==> src/design/cpsf_pkg.sv <==
// Shared constants, codes and types of the colinear path segment finder.
package cpsf_pkg;

    localparam int KIND_W     = 2;
    localparam int NODE_W     = 32;
    localparam int LEN_W      = 16;
    localparam int PATH_W     = 32;
    localparam int SEG_W      = 32;
    localparam int CFG_IDX_W  = 1;
    localparam int IN_DATA_W  = 48;
    localparam int OUT_DATA_W = 128;

    localparam int DEF_MAX_TARGET_NODES = 4096;
    localparam int DEF_OFFSET_BITS      = 32;

    localparam logic [KIND_W-1:0] KIND_LOAD   = 2'd0;
    localparam logic [KIND_W-1:0] KIND_SOURCE = 2'd1;
    localparam logic [KIND_W-1:0] KIND_FINISH = 2'd2;

    localparam logic [CFG_IDX_W-1:0] REG_SOURCE_PATH = 1'd0;
    localparam logic [CFG_IDX_W-1:0] REG_TARGET_PATH = 1'd1;

    typedef struct packed {
        logic [SEG_W-1:0] seg_end;
        logic [SEG_W-1:0] seg_start;
        logic             last;
    } seg_word_t;

endpackage

==> src/design/cpsf_outq.sv <==
// Two-word result queue between the sequencer and the output channel.
module cpsf_outq
    import cpsf_pkg::*;
(
    input  logic      clk,
    input  logic      rst_n,
    input  logic      push,
    input  seg_word_t push_word,
    output logic      full,
    output logic      out_valid,
    input  logic      out_ready,
    output seg_word_t out_word
);

    seg_word_t   entry_reg [2];
    logic        wr_ptr_reg, wr_ptr_next;
    logic        rd_ptr_reg, rd_ptr_next;
    logic [1:0]  cnt_reg, cnt_next;
    logic        pop;

    assign full      = (cnt_reg == 2'd2);
    assign out_valid = (cnt_reg != 2'd0);
    assign out_word  = entry_reg[rd_ptr_reg];
    assign pop       = out_valid && out_ready;

    always_comb
    begin
        wr_ptr_next = push ? ~wr_ptr_reg : wr_ptr_reg;
        rd_ptr_next = pop ? ~rd_ptr_reg : rd_ptr_reg;
        cnt_next    = cnt_reg;
        if (push && !pop)
        begin
            cnt_next = cnt_reg + 2'd1;
        end
        else if (pop && !push)
        begin
            cnt_next = cnt_reg - 2'd1;
        end
    end

    always_ff @(posedge clk or negedge rst_n)
    begin
        if (!rst_n)
        begin
            wr_ptr_reg <= 1'b0;
            rd_ptr_reg <= 1'b0;
            cnt_reg    <= 2'd0;
        end
        else
        begin
            wr_ptr_reg <= wr_ptr_next;
            rd_ptr_reg <= rd_ptr_next;
            cnt_reg    <= cnt_next;
        end
    end

    always_ff @(posedge clk)
    begin
        if (push)
        begin
            entry_reg[wr_ptr_reg] <= push_word;
        end
    end

endmodule

==> config.mk <==
export PLATFORM = sky130hd
export DESIGN_NAME = cpsf_outq
export DESIGN_NICKNAME = d
export VERILOG_FILES = /design/src/design/cpsf_pkg.sv /design/src/design/cpsf_outq.sv
export SDC_FILE = /design/constraint.sdc
export NUM_CORES = 1
export LEC_CHECK = 0
export BUFFER_PORTS_ARGS = -buffer_cell sky130_fd_sc_hd__buf_4
export CAP_MARGIN = 40
export CELL_PAD_IN_SITES_DETAIL_PLACEMENT = 2
export CELL_PAD_IN_SITES_GLOBAL_PLACEMENT = 2
export CORE_AREA = 2 2 119 121
export CTS_CLUSTER_DIAMETER = 150
export DETAILED_ROUTE_END_ITERATION = 6
export DIE_AREA = 0 0 121 123
export GPL_TIMING_DRIVEN = 0
export PLACE_DENSITY_LB_ADDON = 0.1
export RECOVER_POWER = 50
export SLEW_MARGIN = 25
export SYNTH_ARGS = -nofsm -noshare
export SYNTH_HDL_FRONTEND = slang
export SYNTH_SLANG_ARGS = --single-unit
export TNS_END_PERCENT = 10
==> constraint.sdc <==
create_clock -name clk -period 5.3 [get_ports clk]
set_clock_uncertainty 0.1 [all_clocks]
set_input_delay 0.53 -clock clk [delete_from_list [all_inputs] [get_ports clk]]
set_output_delay 0.53 -clock clk [all_outputs]
set_load 0.05 [all_outputs]
==> impl_metrics.py, run 1 <==
metrics = {
    "synthesis": {
        "synth-edff-count": 130,
        "seq_area_frac_synth": 0.7942,
        "synth.distinct_cells": 14,
        "synthArstFlopShare": 0.02985,
        "netlist_area_mm2": 0.005041,
        "synthTopCellsByArea": "edfxtp_1 (77%), mux2_4 (12%), mux2_2 (5.6%)",
        "synth_top_area_share": 0.7744,
        "synth_area_per_cell_um2": 23.12,
        "synth-seq-cells": 134,
        "synth_common_cells": "edfxtp_1 (130), mux2_4 (40), mux2_2 (25)",
        "syn-num-nets": 288,
        "ys.flop_type": "edfxtp_1",
        "yosysTopAreaCell": "edfxtp_1",
        "yosysMostFrequentCell": "edfxtp_1",
        "syn_inst": 218,
        "ys_warn_count": 0,
    },
    "clock_network": {
        "cts_num_sinks": 134,
        "cts_buffer_depth": 2,
        "clk_root_buffer_cell": "clkbuf_16",
        "post_cts_resized": 0,
        "clk_latency_ns": 0.40,
        "cts_made_buffers": 17,
        "h-tree-depth": 4,
        "clk_pin_slew_ns": 0.06,
        "cts_tree": "done",
        "postCtsSetupBuffers": 0,
        "cts.hold.buffers_added": 1,
    },
    "setup_path": {
        "critPathTopFamily": "simple AND/OR/NAND/NOR gates",
        "rr_startpoint": "wr_ptr_reg$_DFFE_PN0P_",
        "cp_slowest_cell": "and2_0",
        "crit_type": "flop to flop",
        "arrival_ns": 2.66,
        "startpoint_type": "flop",
        "worst_ep_required_time_ns": 5.29,
        "path_cells": "and2_0, buf_16",
        "worst_setup_path_end_kind": "flop",
        "rrSetupSlack_ns": 2.63,
        "cp_max_fo": 40,
        "path_buf_inv": 1,
        "r2r_end": "entry_reg[1][24]$_DFFE_PP_",
        "slowest_delay_ns": 1.54,
        "reg2reg_depth": 2,
    },
    "global_route": {
        "busiest_layer": "met2",
        "use_met3": 0.07057,
        "grt_pass1_vias": 2973,
        "overflow": 0,
        "grt_pass1_wl_um": 16640,
        "track_usage": 0.1551,
        "grt_max_degree": 41,
        "use_met1": 0.1743,
        "grt_antenna_before_repair": 0,
        "use_met2": 0.2602,
    },
    "routing": {
        "drtIter0Drc": 66,
        "drt_pass1_iterations": 4,
        "avgViaCountPerCell": 4.472,
        "wl_um": 10710,
        "avgRoutedWirePerCell_um": 18.86,
        "antenna_left": 0,
        "num_vias": 2540,
        "route.detailed.drc": 0,
    },
    "sta": {
        "tns_ns": 0,
        "rsz0062_at_grt": "no",
        "fin_ws_ns": 2.627,
        "hold_viol": 0,
        "final.min_clock_period_ns": 2.673,
        "fin_crit_sh": 0.5043,
        "setup_viol": 0,
        "holdWs_ns": 0.2293,
        "max_freq_mhz": 374.2,
        "finalMaxSlewViolations": 26,
        "worst_pin_slew_ns": 2.075,
        "max-slew-margin-rel": -0.3838,
    },
    "floorplan": {
        "die-height_um": 123,
        "rows": 43,
        "io_pins": 136,
        "initial_core_util": 0.3703,
        "die-area_mm2": 0.01488,
        "core_area_mm2": 0.01361,
        "die_w_um": 121,
    },
    "place": {
        "globalplace.congestion": 0.6818,
        "dpl_cell_area_mm2": 0.006392,
        "pre_cts_ws_ns": 3.346,
        "dp_cells": 537,
        "io_buffer_count": 135,
        "hpwlAfterDp_um": 7566,
    },
    "layout": {
        "synthToLayoutAreaGrowth_pct": 36.26,
        "drive_above_1_share": 0.5490,
        "nNetsFinal": 447,
        "largest_reg_flops": 130,
        "design_area_mm2": 0.006869,
        "final_util": 0.5046,
        "finalNonFillerCells": 568,
        "diodes": 0,
    },
    "pwr": {
        "ir_drop_mv": 0.2576,
        "p_total_mw": 4.530,
        "leakage_nw": 2.640,
        "p_per_area_mw_per_mm2": 659.5,
    },
    "job": {
        "cap_violations": 1,
    },
    "min_path": {
        "min_from": "push_word[10]",
        "min_path_type": "primary input to flop",
        "hold_end": "entry_reg[0][10]$_DFFE_PP_",
        "hold_depth": 1,
    },
    "run_status": {
        "violations": "max-capacitance violations, max-slew violations",
        "status": "finished, violations left",
    },
}
## logic make-up (layout without fill, tap and decap cells)
family	Yosys count	in the layout	synth area share
flops	134	134	0.7942
simple gates	6	6	0.006453
buf+inv	7	177	0.01315
xor+xnor	5	5	0.008689
fa+ha+maj	1	1	0.002482
mux	65	65	0.1750
## power breakdown
part	leakage (nW)	internal (mW)	total, mW	switching [mW]
clock	0.268	0.724	1.13	0.404
combinational	1.11	0.702	1.93	1.23
sequential	1.27	1.41	1.47	0.0620
total	2.64	2.84	4.53	1.69
## worst register-to-register path, stage by stage, from the launching register on
cell     delay [ns]
dfrtp_1        0.38
and2_0         1.54
buf_16         0.32
## layout make-up
| type | count | area, um2 |
|---|---|---|
| tap | 180 | 225.2 |
| timing repair buffer | 140 | 1036 |
| fill | 1254 | 6743 |
| sequential | 134 | 4004 |
| clock inverter | 12 | 137.6 |
| clock buffer | 18 | 429.2 |
| multi-input combinational | 77 | 970.9 |
| buffer | 7 | 66.31 |
## layer usage
layer | vias to the layer above | wire, um
li1 | 1183 | -
met1 | 1254 | 4230
met2 | 90 | 5502
met3 | 13 | 806
met4 | 0 | 175
met5 | - | 0
## worst max-delay path by stage
stage                           start                          to  slack, ns  cells after the start
5_1_grt        wr_ptr_reg$_DFFE_PN0P_  entry_reg[1][25]$_DFFE_PP_       2.40                      2
3_3_place_gp                     push  entry_reg[0][24]$_DFFE_PP_      -0.86                      2
6_report       wr_ptr_reg$_DFFE_PN0P_  entry_reg[1][24]$_DFFE_PP_       2.63                      2
2_1_floorplan                    push   entry_reg[0][0]$_DFFE_PP_       1.32                      1
4_1_cts        rd_ptr_reg$_DFFE_PN0P_                out_word[14]       2.92                      4
3_5_place_dp                     push  entry_reg[0][19]$_DFFE_PP_       3.35                      4
## placed cells by master, fill, tap and decap left out, types with 2 or more instances in the layout
| cell type | instances |
|---|---|
| edfxtp_1 | 130 |
| buf_4 | 69 |
| dfrtp_1 | 4 |
| clkinv_1 | 4 |
| mux2_4 | 40 |
| xor2_1 | 3 |
| clkinv_2 | 2 |
| buf_2 | 2 |
| buf_16 | 3 |
| clkbuf_4 | 42 |
| buf_6 | 5 |
| xnor2_1 | 2 |
| bufinv_16 | 3 |
| mux2_2 | 25 |
| nor2b_1 | 2 |
| clkinvlp_4 | 3 |
| clkbuf_1 | 25 |
| clkbuf_16 | 17 |
Note: power is estimated with default switching activity, not from simulation.
==> inputs of run 2 (changes only) <==
Settings changed: ABC_AREA set to 1, CORE_AREA 2 2 119 121 to 2 2 124 126, DIE_AREA 0 0 121 123 to 0 0 126 128.
Clock period 5.3 ns to 2.7 ns, I/O delays scaled along.
==> impl_metrics.py, run 2 <==
metrics = {
    "global_route": {
        "track_usage": 0.1781,
        "grt_pass1_wl_um": 21420,
        "grt_pass1_vias": 4029,
        "overflow": 0,
        "grt_max_degree": 35,
        "grt_antenna_before_repair": 0,
    },
    "sta": {
        "fin_crit_sh": 0.8456,
        "setup_viol": 0,
        "finalMaxSlewViolations": 0,
        "max-slew-margin-rel": 0.3163,
        "worst_pin_slew_ns": 1.022,
        "tns_ns": 0,
        "hold_viol": 0,
        "rsz0062_at_grt": "no",
        "final.min_clock_period_ns": 2.283,
        "max_freq_mhz": 438.0,
        "holdWs_ns": 0.03251,
    },
    "setup_path": {
        "arrival_ns": 2.31,
        "cp_slowest_cell": "nor2_1",
        "cp_num_cells": 6,
        "cp_max_fo": 20,
        "rrSetupSlack_ns": 0.66,
        "path_buf_inv": 5,
        "path_cells": "dlygate4sd3_1, clkbuf_1, inv_1, nor2_1, buf_16, buf_16",
        "crit_type": "primary input to flop",
        "critPathTopFamily": "buffers and inverters",
        "crit_top_cell": "buf_16",
        "worst_ep_required_time_ns": 2.72,
        "worst_setup_path_end_kind": "flop",
        "r2r_end": "entry_reg[0][3]$_DFFE_PP_",
        "slowest_delay_ns": 0.77,
        "rr_startpoint": "wr_ptr_reg$_DFFE_PN0P_",
        "reg2reg_depth": 3,
        "startpoint_type": "primary input",
    },
    "floorplan": {
        "initial_core_util": 0.3318,
        "die-height_um": 128,
        "io_pins": 136,
        "die-area_mm2": 0.01613,
        "die_w_um": 126,
        "core_area_mm2": 0.01486,
        "rows": 45,
    },
    "synthesis": {
        "synth_area_per_cell_um2": 13.44,
        "syn_inst": 367,
        "yosysTopAreaCell": "edfxtp_1",
        "synth-seq-cells": 134,
        "synthTopCellsByArea": "edfxtp_1 (79%), nand2_1 (16%), dfrtp_1 (2.0%)",
        "synth-edff-count": 130,
        "seq_area_frac_synth": 0.8118,
        "synthArstFlopShare": 0.02985,
        "synth.distinct_cells": 13,
        "synth_common_cells": "nand2_1 (204), edfxtp_1 (130), buf_2 (9)",
        "yosysMostFrequentCell": "nand2_1",
        "syn-num-nets": 437,
        "ys.flop_type": "edfxtp_1",
        "netlist_area_mm2": 0.004932,
        "ys_warn_count": 0,
        "synth_top_area_share": 0.7915,
    },
    "layout": {
        "diodes": 0,
        "synthToLayoutAreaGrowth_pct": 51.90,
        "nNetsFinal": 662,
        "finalNonFillerCells": 793,
        "drive_above_1_share": 0.2694,
        "final_common_cell": "nand2_1",
        "final_cell_mix": "nand2_1 (204), edfxtp_1 (130), buf_4 (73)",
        "largest_reg_flops": 130,
    },
    "clock_network": {
        "cts_buffer_depth": 2,
        "h-tree-depth": 4,
        "cts_made_buffers": 17,
        "clk_pin_slew_ns": 0.05,
        "cts_tree": "done",
        "post_cts_resized": 0,
        "cts_num_sinks": 134,
        "clk_root_buffer_cell": "clkbuf_16",
        "clk_latency_ns": 0.42,
    },
    "pwr": {
        "p_total_mw": 9.542,
        "ir_drop_mv": 0.5908,
        "leakage_nw": 3.161,
        "p_per_area_mw_per_mm2": 1274,
    },
    "place": {
        "hpwlAfterDp_um": 8768,
        "io_buffer_count": 135,
        "dp_cells": 694,
        "globalplace.congestion": 0.7019,
    },
    "min_path": {
        "min_path_type": "primary input to flop",
        "hold_depth": 3,
        "hold_end": "rd_ptr_reg$_DFFE_PN0P_",
        "min_from": "out_ready",
    },
    "routing": {
        "wl_um": 13510,
        "num_vias": 3582,
        "antenna_left": 0,
        "drt_pass1_iterations": 4,
        "drtIter0Drc": 119,
        "route.detailed.drc": 0,
        "avgViaCountPerCell": 4.517,
        "avgRoutedWirePerCell_um": 17.04,
    },
    "job": {
        "cap_violations": 0,
    },
    "run_status": {
        "status": "completed",
    },
}
-- run 2: how the worst max path moves through the flow --
| stage | startpoint | end | slack [ns] |
|---|---|---|---|
| 2_1_floorplan | wr_ptr_reg$_DFFE_PN0P_ | entry_reg[0][0]$_DFFE_PP_ | 0.07 |
| 3_3_place_gp | wr_ptr_reg$_DFFE_PN0P_ | entry_reg[0][47]$_DFFE_PP_ | -1.11 |
| 3_5_place_dp | rd_ptr_reg$_DFFE_PN0P_ | out_word[31] | 1.03 |
| 4_1_cts | rd_ptr_reg$_DFFE_PN0P_ | out_word[31] | 0.54 |
| 5_1_grt | push | entry_reg[0][51]$_DFFE_PP_ | 0.26 |
| 6_report | push | entry_reg[0][3]$_DFFE_PP_ | 0.42 |
-- run 2: cell type report --
type	instances	area (um2)
Fill cell	1470	7372
Sequential cell	134	4004
Timing Repair Buffer	206	1693
Multi-Input combinational cell	212	819.5
Clock buffer	17	425.4
Tap cell	188	235.2
Clock inverter	15	203.9
Buffer	14	82.58
Inverter	7	28.78
-- run 2: timing repair --
action	in CTS	in global routing
hold endpoints to repair	135	0
hold buffers	67	0
setup buffers	0	0
-- run 2: per-layer routing --
layer / part of all wire / GRT usage / wire length [um] / up-vias
met5: 0 / 0 / 0 / -
met1: 0.39 / 0.1954 / 5236 / 1778
met4: 0.014 / 0.06981 / 195 / 0
li1: - / - / - / 1694
met3: 0.045 / 0.04800 / 607 / 14
met2: 0.55 / 0.3280 / 7469 / 96
-- run 2: per-stage QoR --
step,setup WS (ns),utilization,area [um2]
detailed placement,1.033,0.4229,6286
global placement,-1.110,0.4160,6183
finish,0.4170,0.5040,7492
CTS,0.5444,0.5104,7586
global route,0.2551,0.5040,7492
floorplan,0.06548,-,4935
-- run 2: tightest hold or removal path: stages --
cell and delay [ns]:
buf_4 0.08, nand3_1 0.08, nand2_1 0.08
-- run 2: power by group --
| group | total (mW) | internal, mW | switching (mW) | leakage, nW |
|---|---|---|---|---|
| logic | 4.22 | 1.15 | 3.07 | 1.60 |
| registers | 2.88 | 2.76 | 0.121 | 1.27 |
| clock network | 2.44 | 1.55 | 0.890 | 0.297 |
-- run 2: cell families after synthesis --
logic type | count (synthesis) | synth area share
xor+xnor | 2 | 0.003552
fa+ha+maj | 1 | 0.002536
buf+inv | 21 | 0.02207
flops | 134 | 0.8118
simple gates | 209 | 0.1601
