## config.mk

```make
export PLATFORM = sky130hd
export DESIGN_NAME = cpsf_ctrl
export DESIGN_NICKNAME = d
export VERILOG_FILES = /design/src/design/cpsf_pkg.sv /design/src/design/cpsf_ctrl.sv
export SDC_FILE = /design/constraint.sdc
export NUM_CORES = 1
export LEC_CHECK = 0
export BUFFER_PORTS_ARGS = -buffer_cell sky130_fd_sc_hd__buf_4
export CORE_MARGIN = 2
export CORE_UTILIZATION = 30
export CTS_BUF_LIST = sky130_fd_sc_hd__clkbuf_8
export CTS_CLUSTER_DIAMETER = 120
export DETAILED_ROUTE_END_ITERATION = 7
export PLACE_DENSITY = 0.53
export SLEW_MARGIN = 20
export SYNTH_ARGS = -nofsm -noshare
export SYNTH_HDL_FRONTEND = slang
export SYNTH_SLANG_ARGS = --single-unit
```

## constraint.sdc

```tcl
create_clock -name clk -period 18.4 [get_ports clk]
set_input_delay 0.92 -clock clk [delete_from_list [all_inputs] [get_ports clk]]
set_output_delay 0.92 -clock clk [all_outputs]
set_load 0.02 [all_outputs]
```

## src/design/cpsf_pkg.sv

```systemverilog
// Shared constants, codes and types of the colinear path segment finder.
package cpsf_pkg;

    localparam int KIND_W     = 2;
    localparam int NODE_W     = 32;
    localparam int LEN_W      = 16;
    localparam int PATH_W     = 32;
    localparam int SEG_W      = 32;
    localparam int CFG_IDX_W  = 1;
    localparam int IN_DATA_W  = 48;
    localparam int OUT_DATA_W = 128;

    localparam int DEF_MAX_TARGET_NODES = 4096;
    localparam int DEF_OFFSET_BITS      = 32;

    localparam logic [KIND_W-1:0] KIND_LOAD   = 2'd0;
    localparam logic [KIND_W-1:0] KIND_SOURCE = 2'd1;
    localparam logic [KIND_W-1:0] KIND_FINISH = 2'd2;

    localparam logic [CFG_IDX_W-1:0] REG_SOURCE_PATH = 1'd0;
    localparam logic [CFG_IDX_W-1:0] REG_TARGET_PATH = 1'd1;

    typedef struct packed {
        logic [SEG_W-1:0] seg_end;
        logic [SEG_W-1:0] seg_start;
        logic             last;
    } seg_word_t;

endpackage

```

## src/design/cpsf_ctrl.sv

```systemverilog
// Sequencer: loads target entries, extends or closes runs, scans target memory.
module cpsf_ctrl
    import cpsf_pkg::*;
#(
    parameter int MAX_TARGET_NODES = DEF_MAX_TARGET_NODES,
    parameter int OFFSET_BITS      = DEF_OFFSET_BITS,
    parameter int IDX_W            = $clog2(MAX_TARGET_NODES),
    parameter int CNT_W            = $clog2(MAX_TARGET_NODES + 1),
    parameter int ENT_W            = NODE_W + OFFSET_BITS
) (
    input  logic              clk,
    input  logic              rst_n,
    input  logic              in_valid,
    output logic              in_ready,
    input  logic [KIND_W-1:0] in_kind,
    input  logic [NODE_W-1:0] in_node,
    input  logic [LEN_W-1:0]  in_len,
    output logic              mem_we,
    output logic [IDX_W-1:0]  mem_waddr,
    output logic [ENT_W-1:0]  mem_wdata,
    output logic [IDX_W-1:0]  mem_raddr,
    input  logic [ENT_W-1:0]  mem_rdata,
    output logic              push,
    output seg_word_t         push_word,
    input  logic              q_full
);

    localparam int OFS_W = OFFSET_BITS;

    localparam logic [2:0] ST_IDLE = 3'd0;
    localparam logic [2:0] ST_EXT  = 3'd1;
    localparam logic [2:0] ST_SCAN = 3'd2;
    localparam logic [2:0] ST_FIN  = 3'd3;
    localparam logic [2:0] ST_EMIT = 3'd4;

    logic [2:0]        state_reg, state_next;
    logic [CNT_W-1:0]  count_reg, count_next;
    logic [OFS_W-1:0]  total_reg, total_next;
    logic              tclosed_reg, tclosed_next;
    logic [OFS_W-1:0]  src_ofs_reg, src_ofs_next;
    logic              sclosed_reg, sclosed_next;
    logic              active_reg, active_next;
    logic [OFS_W-1:0]  rss_reg, rss_next;
    logic [OFS_W-1:0]  rts_reg, rts_next;
    logic [CNT_W-1:0]  rni_reg, rni_next;
    logic [OFS_W-1:0]  lte_reg, lte_next;
    logic [NODE_W-1:0] node_reg, node_next;
    logic [OFS_W-1:0]  here_reg, here_next;
    logic [OFS_W-1:0]  here_end_reg, here_end_next;
    logic [CNT_W-1:0]  scan_reg, scan_next;
    logic              r1_valid_reg, r1_valid_next;
    seg_word_t         r1_reg, r1_next;
    logic              r2_valid_reg, r2_valid_next;
    seg_word_t         r2_reg, r2_next;

    logic [NODE_W-1:0] rd_node;
    logic [OFS_W-1:0]  rd_ofs;
    logic [CNT_W-1:0]  scan_inc;
    logic [CNT_W-1:0]  rni_inc;
    logic [OFS_W-1:0]  part_end;
    logic [OFS_W-1:0]  load_end;
    logic [OFS_W-1:0]  node_end;

    function automatic logic [OFS_W-1:0] sat_add(input logic [OFS_W-1:0] a,
                                                 input logic [OFS_W-1:0] b);
        logic [OFS_W:0] s;
        s = {1'b0, a} + {1'b0, b};
        return s[OFS_W] ? '1 : s[OFS_W-1:0];
    endfunction

    function automatic logic [OFS_W-1:0] max_ofs(input logic [OFS_W-1:0] a,
                                                 input logic [OFS_W-1:0] b);
        return (a > b) ? a : b;
    endfunction

    function automatic seg_word_t make_seg(input logic [OFS_W-1:0] s,
                                           input logic [OFS_W-1:0] e);
        seg_word_t w;
        w.seg_start = SEG_W'(s);
        w.seg_end   = SEG_W'(e);
        w.last      = 1'b0;
        return w;
    endfunction

    assign rd_node  = mem_rdata[NODE_W-1:0];
    assign rd_ofs   = mem_rdata[ENT_W-1:NODE_W];
    assign scan_inc = scan_reg + CNT_W'(1);
    assign rni_inc  = rni_reg + CNT_W'(1);
    // source end of a run closed before the target end
    assign part_end = sat_add(rss_reg, rd_ofs - rts_reg);
    assign load_end = sat_add(total_reg, OFS_W'(in_len));
    assign node_end = sat_add(src_ofs_reg, OFS_W'(in_len));

    always_comb
    begin
        state_next    = state_reg;
        count_next    = count_reg;
        total_next    = total_reg;
        tclosed_next  = tclosed_reg;
        src_ofs_next  = src_ofs_reg;
        sclosed_next  = sclosed_reg;
        active_next   = active_reg;
        rss_next      = rss_reg;
        rts_next      = rts_reg;
        rni_next      = rni_reg;
        lte_next      = lte_reg;
        node_next     = node_reg;
        here_next     = here_reg;
        here_end_next = here_end_reg;
        scan_next     = scan_reg;
        r1_valid_next = r1_valid_reg;
        r1_next       = r1_reg;
        r2_valid_next = r2_valid_reg;
        r2_next       = r2_reg;
        in_ready      = 1'b0;
        mem_we        = 1'b0;
        mem_waddr     = count_reg[IDX_W-1:0];
        mem_wdata     = {total_reg, in_node};
        mem_raddr     = '0;
        push          = 1'b0;
        push_word     = r1_reg;

        case (state_reg)
            ST_IDLE:
            begin
                in_ready  = 1'b1;
                mem_raddr = active_reg ? rni_reg[IDX_W-1:0] : '0;
                if (in_valid)
                begin
                    case (in_kind)
                        KIND_LOAD:
                        begin
                            if (!tclosed_reg)
                            begin
                                if (in_node == '0)
                                begin
                                    tclosed_next = 1'b1;
                                end
                                else if (count_reg != CNT_W'(MAX_TARGET_NODES))
                                begin
                                    mem_we     = 1'b1;
                                    total_next = load_end;
                                    count_next = count_reg + CNT_W'(1);
                                end
                            end
                        end
                        KIND_SOURCE:
                        begin
                            if (!sclosed_reg)
                            begin
                                if (in_node == '0)
                                begin
                                    sclosed_next = 1'b1;
                                end
                                else
                                begin
                                    here_next     = src_ofs_reg;
                                    here_end_next = node_end;
                                    src_ofs_next  = node_end;
                                    node_next     = in_node;
                                    scan_next     = '0;
                                    state_next    = active_reg ? ST_EXT : ST_SCAN;
                                end
                            end
                        end
                        KIND_FINISH:
                        begin
                            if (active_reg)
                            begin
                                state_next = ST_FIN;
                            end
                            else
                            begin
                                count_next   = '0;
                                total_next   = '0;
                                tclosed_next = 1'b0;
                                src_ofs_next = '0;
                                sclosed_next = 1'b0;
                                rss_next     = '0;
                                rts_next     = '0;
                                rni_next     = '0;
                                lte_next     = '0;
                            end
                        end
                        default:
                        begin
                        end
                    endcase
                end
            end

            ST_EXT:
            begin
                // read data holds the expected target entry; issue entry 0 for a scan
                if (rd_node == node_reg)
                begin
                    rni_next   = rni_inc;
                    state_next = ST_IDLE;
                    if (rni_inc >= count_reg)
                    begin
                        active_next = 1'b0;
                        lte_next    = max_ofs(lte_reg, total_reg);
                        if (here_end_reg > rss_reg && total_reg > rts_reg)
                        begin
                            r2_valid_next = 1'b1;
                            r2_next       = make_seg(rss_reg, here_end_reg);
                            state_next    = ST_EMIT;
                        end
                    end
                end
                else
                begin
                    active_next = 1'b0;
                    lte_next    = max_ofs(lte_reg, rd_ofs);
                    if (part_end > rss_reg && rd_ofs > rts_reg)
                    begin
                        r1_valid_next = 1'b1;
                        r1_next       = make_seg(rss_reg, part_end);
                    end
                    scan_next  = '0;
                    state_next = ST_SCAN;
                end
            end

            ST_SCAN:
            begin
                // read data holds entry scan_reg; next entry is issued now
                mem_raddr = scan_inc[IDX_W-1:0];
                if (scan_reg >= count_reg)
                begin
                    state_next = r1_valid_reg ? ST_EMIT : ST_IDLE;
                end
                else if (rd_node == node_reg && rd_ofs >= lte_reg)
                begin
                    rss_next    = here_reg;
                    rts_next    = rd_ofs;
                    rni_next    = scan_inc;
                    active_next = 1'b1;
                    state_next  = r1_valid_reg ? ST_EMIT : ST_IDLE;
                    if (scan_inc >= count_reg)
                    begin
                        active_next = 1'b0;
                        lte_next    = max_ofs(lte_reg, total_reg);
                        if (here_end_reg > here_reg && total_reg > rd_ofs)
                        begin
                            r2_valid_next = 1'b1;
                            r2_next       = make_seg(here_reg, here_end_reg);
                            state_next    = ST_EMIT;
                        end
                    end
                end
                else
                begin
                    scan_next = scan_inc;
                end
            end

            ST_FIN:
            begin
                state_next = ST_IDLE;
                if (part_end > rss_reg && rd_ofs > rts_reg)
                begin
                    r1_valid_next = 1'b1;
                    r1_next       = make_seg(rss_reg, part_end);
                    state_next    = ST_EMIT;
                end
                count_next   = '0;
                total_next   = '0;
                tclosed_next = 1'b0;
                src_ofs_next = '0;
                sclosed_next = 1'b0;
                active_next  = 1'b0;
                rss_next     = '0;
                rts_next     = '0;
                rni_next     = '0;
                lte_next     = '0;
            end

            ST_EMIT:
            begin
                if (r1_valid_reg)
                begin
                    push_word      = r1_reg;
                    push_word.last = !r2_valid_reg;
                    if (!q_full)
                    begin
                        push          = 1'b1;
                        r1_valid_next = 1'b0;
                        if (!r2_valid_reg)
                        begin
                            state_next = ST_IDLE;
                        end
                    end
                end
                else
                begin
                    push_word      = r2_reg;
                    push_word.last = 1'b1;
                    if (!q_full)
                    begin
                        push          = r2_valid_reg;
                        r2_valid_next = 1'b0;
                        state_next    = ST_IDLE;
                    end
                end
            end

            default:
            begin
                state_next = ST_IDLE;
            end
        endcase
    end

    always_ff @(posedge clk or negedge rst_n)
    begin
        if (!rst_n)
        begin
            state_reg    <= ST_IDLE;
            count_reg    <= '0;
            total_reg    <= '0;
            tclosed_reg  <= 1'b0;
            src_ofs_reg  <= '0;
            sclosed_reg  <= 1'b0;
            active_reg   <= 1'b0;
            rss_reg      <= '0;
            rts_reg      <= '0;
            rni_reg      <= '0;
            lte_reg      <= '0;
            scan_reg     <= '0;
            r1_valid_reg <= 1'b0;
            r2_valid_reg <= 1'b0;
        end
        else
        begin
            state_reg    <= state_next;
            count_reg    <= count_next;
            total_reg    <= total_next;
            tclosed_reg  <= tclosed_next;
            src_ofs_reg  <= src_ofs_next;
            sclosed_reg  <= sclosed_next;
            active_reg   <= active_next;
            rss_reg      <= rss_next;
            rts_reg      <= rts_next;
            rni_reg      <= rni_next;
            lte_reg      <= lte_next;
            scan_reg     <= scan_next;
            r1_valid_reg <= r1_valid_next;
            r2_valid_reg <= r2_valid_next;
        end
    end

    always_ff @(posedge clk)
    begin
        node_reg     <= node_next;
        here_reg     <= here_next;
        here_end_reg <= here_end_next;
        r1_reg       <= r1_next;
        r2_reg       <= r2_next;
    end

endmodule

```

==> impl_results.md <==
- Leakage: roughly 15 nW
- Final setup fails: 0
- Setup Crit Path Kind: reg -> reg
- Final Hold Viols: 0
- CP max stage cell: buf_4
- Seq/Total Area, Yosys: 0.404
- Crit. End Element: flip-flop
- Final min period: approximately 8.6 ns
- Hold-fix buffer count after cts: 0
- Worst setup SP type: flip-flop
- Post-Syn Area per Cell: approximately 9.8 um2
- Clock tree buffer depth: 3
- #FFs+latches synth: 431
- Row count: 114
- DR WL/cell: about 21 um
- Fillers: roughly 10000
- Commonest non-fill, non-tap cell in the layout: ha_1
- Total Routing Usage GR: 0.194
- Syn Inst Count: 3004
- Fraction of layout cells with a size suffix above 1: 0.157
- CTS buffer count: between 80 and 90
- H-tree depth: 3
- Drt drc: 0
- Core area: about 97000 um2
- RePlAce Congestion: 0.866
- Setup WS post-layout: approximately 9.8 ns
- Sequential Area: 11900 um2
- Clk_lat worst skew: 0.70 ns
- I/O pins: about 270
- Final WL: slightly below 100000 um
- Clock slew at reported path FFs: around 0.06 ns
- Top cell type's share of synthesized area: 0.228
- Clock Skew: 0.0322 ns
- Slew @ Worst Pin: around 1.1 ns
- Nets: between 3000 and 4000
- R2R setup slack: 9.80 ns
- CP max stage delay: roughly 0.75 ns
- Commonest register cell after synthesis: edfxtp_1
- Worst hold path type: in -> async
- Root Driver: clkbuf_8
- Unrepaired setup endpoints after global routing: false
- Congestion Overflow GR: 0
- CP Data Arrival Time: slightly below 9 ns
- Reg2reg start: rts_reg[1]$_DFFE_PN0P_
- Max Freq: around 120 MHz
- Clock sink count: about 430
- YS warnings: 0
- Post-synth EDFFs: between 200 and 250
- Vias in the first global route: between 20000 and 25000
- Slew Limit Fails: 0
- Die span in x: ~320 um
- Headroom to the max-slew limit: 0.266
- Status: complete, no violations
- Detail Placement HPWL: 76600 um
- Fraction of registers with async set/reset: 0.480
- TritonCTS clock tree: done
- Reg2Reg Depth: 29
- Setup Fix Bufs, Post-CTS: 0
- DR pass1 iterations: 5
- Synth unique cells: 87
- Max_cap viols: 0
- Buffers on Ports: approximately 270
- Commonest cells after routing, fill and taps aside: 362 x ha_1, 297 x buf_4, 283 x nand2_1
- Die outline height: roughly 320 um
- Starting density of the core: 0.304
- Setup TNS: 0 ns
- Initial antenna violation count: 11
- Area grow syn2layout: 16.3%
- CP required: approximately 19 ns
- Multi-input logic area: between 15000 and 20000 um2
- Largest net degree at the start of global routing: 102
- Via count: around 24000
- Power, Total: a little under 0.006 W
- R2R Path End: r1_reg[27]$_DFFE_PP_
- DR vias/cell: 5.20
- Pre-CTS setup slack: between 9 and 10 ns
- Power Density: roughly 170 nW/um2
- Die area: ~100000 um2
- Crit Path Max Fanout: 64
- Post_cts resized: 0
- Top post-synthesis cells by area: edfxtp_1 23%, dfrtp_1 18%, ha_1 15%
- Fin crit share: 0.467
- VDD IR-drop max: just under 0.08 mV
- First-pass GRT wire length: ~150000 um
- DR iter-0 viols: approximately 1900
- Synthesized cell area: 29500 um2
- Routed Antenna Nets: 0
- Post-synthesis net count: approximately 3500
- Post-synth top area cell: edfxtp_1
-- metal layers --
metal | track usage | up-vias | part of all wire
li1 | - | 11568 | -
met1 | 0.266 | 11536 | 0.46
met2 | 0.311 | 668 | 0.45
met3 | 0.0361 | 143 | 0.063
met4 | 0.0584 | 8 | 0.027
met5 | 0 | - | 0.00047
-- cell usage after synthesis, types with 7 or more instances --
| library cell | count |
|---|---|
| mux2_2 | 69 |
| and2_1 | 21 |
| buf_4 | 51 |
| xor2_1 | 70 |
| o21a_1 | 29 |
| a21o_1 | 79 |
| o21bai_1 | 17 |
| dfrtp_1 | 207 |
| nor3_1 | 32 |
| edfxtp_1 | 224 |
| o211ai_1 | 14 |
| ha_1 | 362 |
| and4_1 | 7 |
| o22ai_1 | 7 |
| a2111oi_0 | 10 |
| nor2_1 | 136 |
| nor2b_1 | 15 |
| a22o_1 | 93 |
| nand2b_1 | 26 |
| mux2_1 | 8 |
| or2_2 | 7 |
| a31oi_1 | 32 |
| a21oi_1 | 195 |
| nand4_1 | 66 |
| xnor2_1 | 63 |
| nor4_1 | 27 |
| nand2_1 | 283 |
| o21ai_0 | 247 |
| nand3_1 | 55 |
| o21ai_1 | 8 |
| and3_1 | 29 |
| buf_2 | 20 |
| or3_1 | 11 |
| clkbuf_1 | 63 |
| o31ai_1 | 44 |
| a211oi_1 | 30 |
| a211o_1 | 12 |
| inv_1 | 240 |
-- worst max-delay path, delay by kind of cell (launching register included) --
family	cells	cell delay, ns
DFF	1	0.40
adders and majority gates	3	1.02
xor gates and xnor gates	1	0.14
buffers and inverters	3	1.14
and+or+nand+nor	7	1.53
AOI/OAI and AO/OA	15	3.92
-- power by group --
part           switching (W)  internal [W]
sequential          0.000219       0.00130
combinational        0.00208       0.00129
clock               0.000439      0.000509
total                0.00273       0.00309
-- layout make-up --
cell class              instances  share of cell area
flip-flops and latches        431               0.347
multi-input cells            2195               0.466
well taps                    1276              0.0466
clock inverters                47             0.00778
repair buffers                298              0.0655
inverters                     243              0.0267
clock buffers                  98              0.0394
diodes                         10            0.000730
-- logic make-up (layout without fill, tap and decap cells) --
| logic type | after synthesis | after routing | synth area share |
|---|---|---|---|
| AOI/OAI and AO/OA | 884 | 884 | 0.195 |
| xor gates and xnor gates | 133 | 133 | 0.0395 |
| muxes | 79 | 79 | 0.0301 |
| buffers and inverters | 378 | 686 | 0.0558 |
| DFF | 431 | 431 | 0.404 |
| adders and majority gates | 366 | 366 | 0.156 |
| and+or+nand+nor | 733 | 733 | 0.119 |
| other | 0 | 10 | 0 |
-- metrics by stage --
step | instance area, um2 | instances | hold slack [ns] | util
5_1_grt | 34300 | 4597 | 0.323 | 0.353
6_report | 34300 | 4598 | 0.287 | 0.353
4_1_cts | 34200 | 4588 | 0.293 | 0.353
3_5_place_dp | 32600 | 4443 | 0.466 | 0.336
3_3_place_gp | 32600 | 4443 | 0.460 | 0.336
2_1_floorplan | 29500 | 3004 | 0.423 | -
-- worst max-delay path by stage --
stage                            from              endpoint  depth (start not counted)
6_report       rts_reg[1]$_DFFE_PN0P_  r1_reg[27]$_DFFE_PP_                         29
4_1_cts        rts_reg[1]$_DFFE_PN0P_  r1_reg[41]$_DFFE_PP_                         29
5_1_grt        rts_reg[1]$_DFFE_PN0P_  r1_reg[14]$_DFFE_PP_                         29
3_3_place_gp            mem_rdata[32]   r1_reg[3]$_DFFE_PP_                         33
2_1_floorplan           mem_rdata[37]  r1_reg[10]$_DFFE_PP_                         29
3_5_place_dp            mem_rdata[33]   r1_reg[3]$_DFFE_PP_                         29
Note: power is estimated with default switching activity, not from simulation.
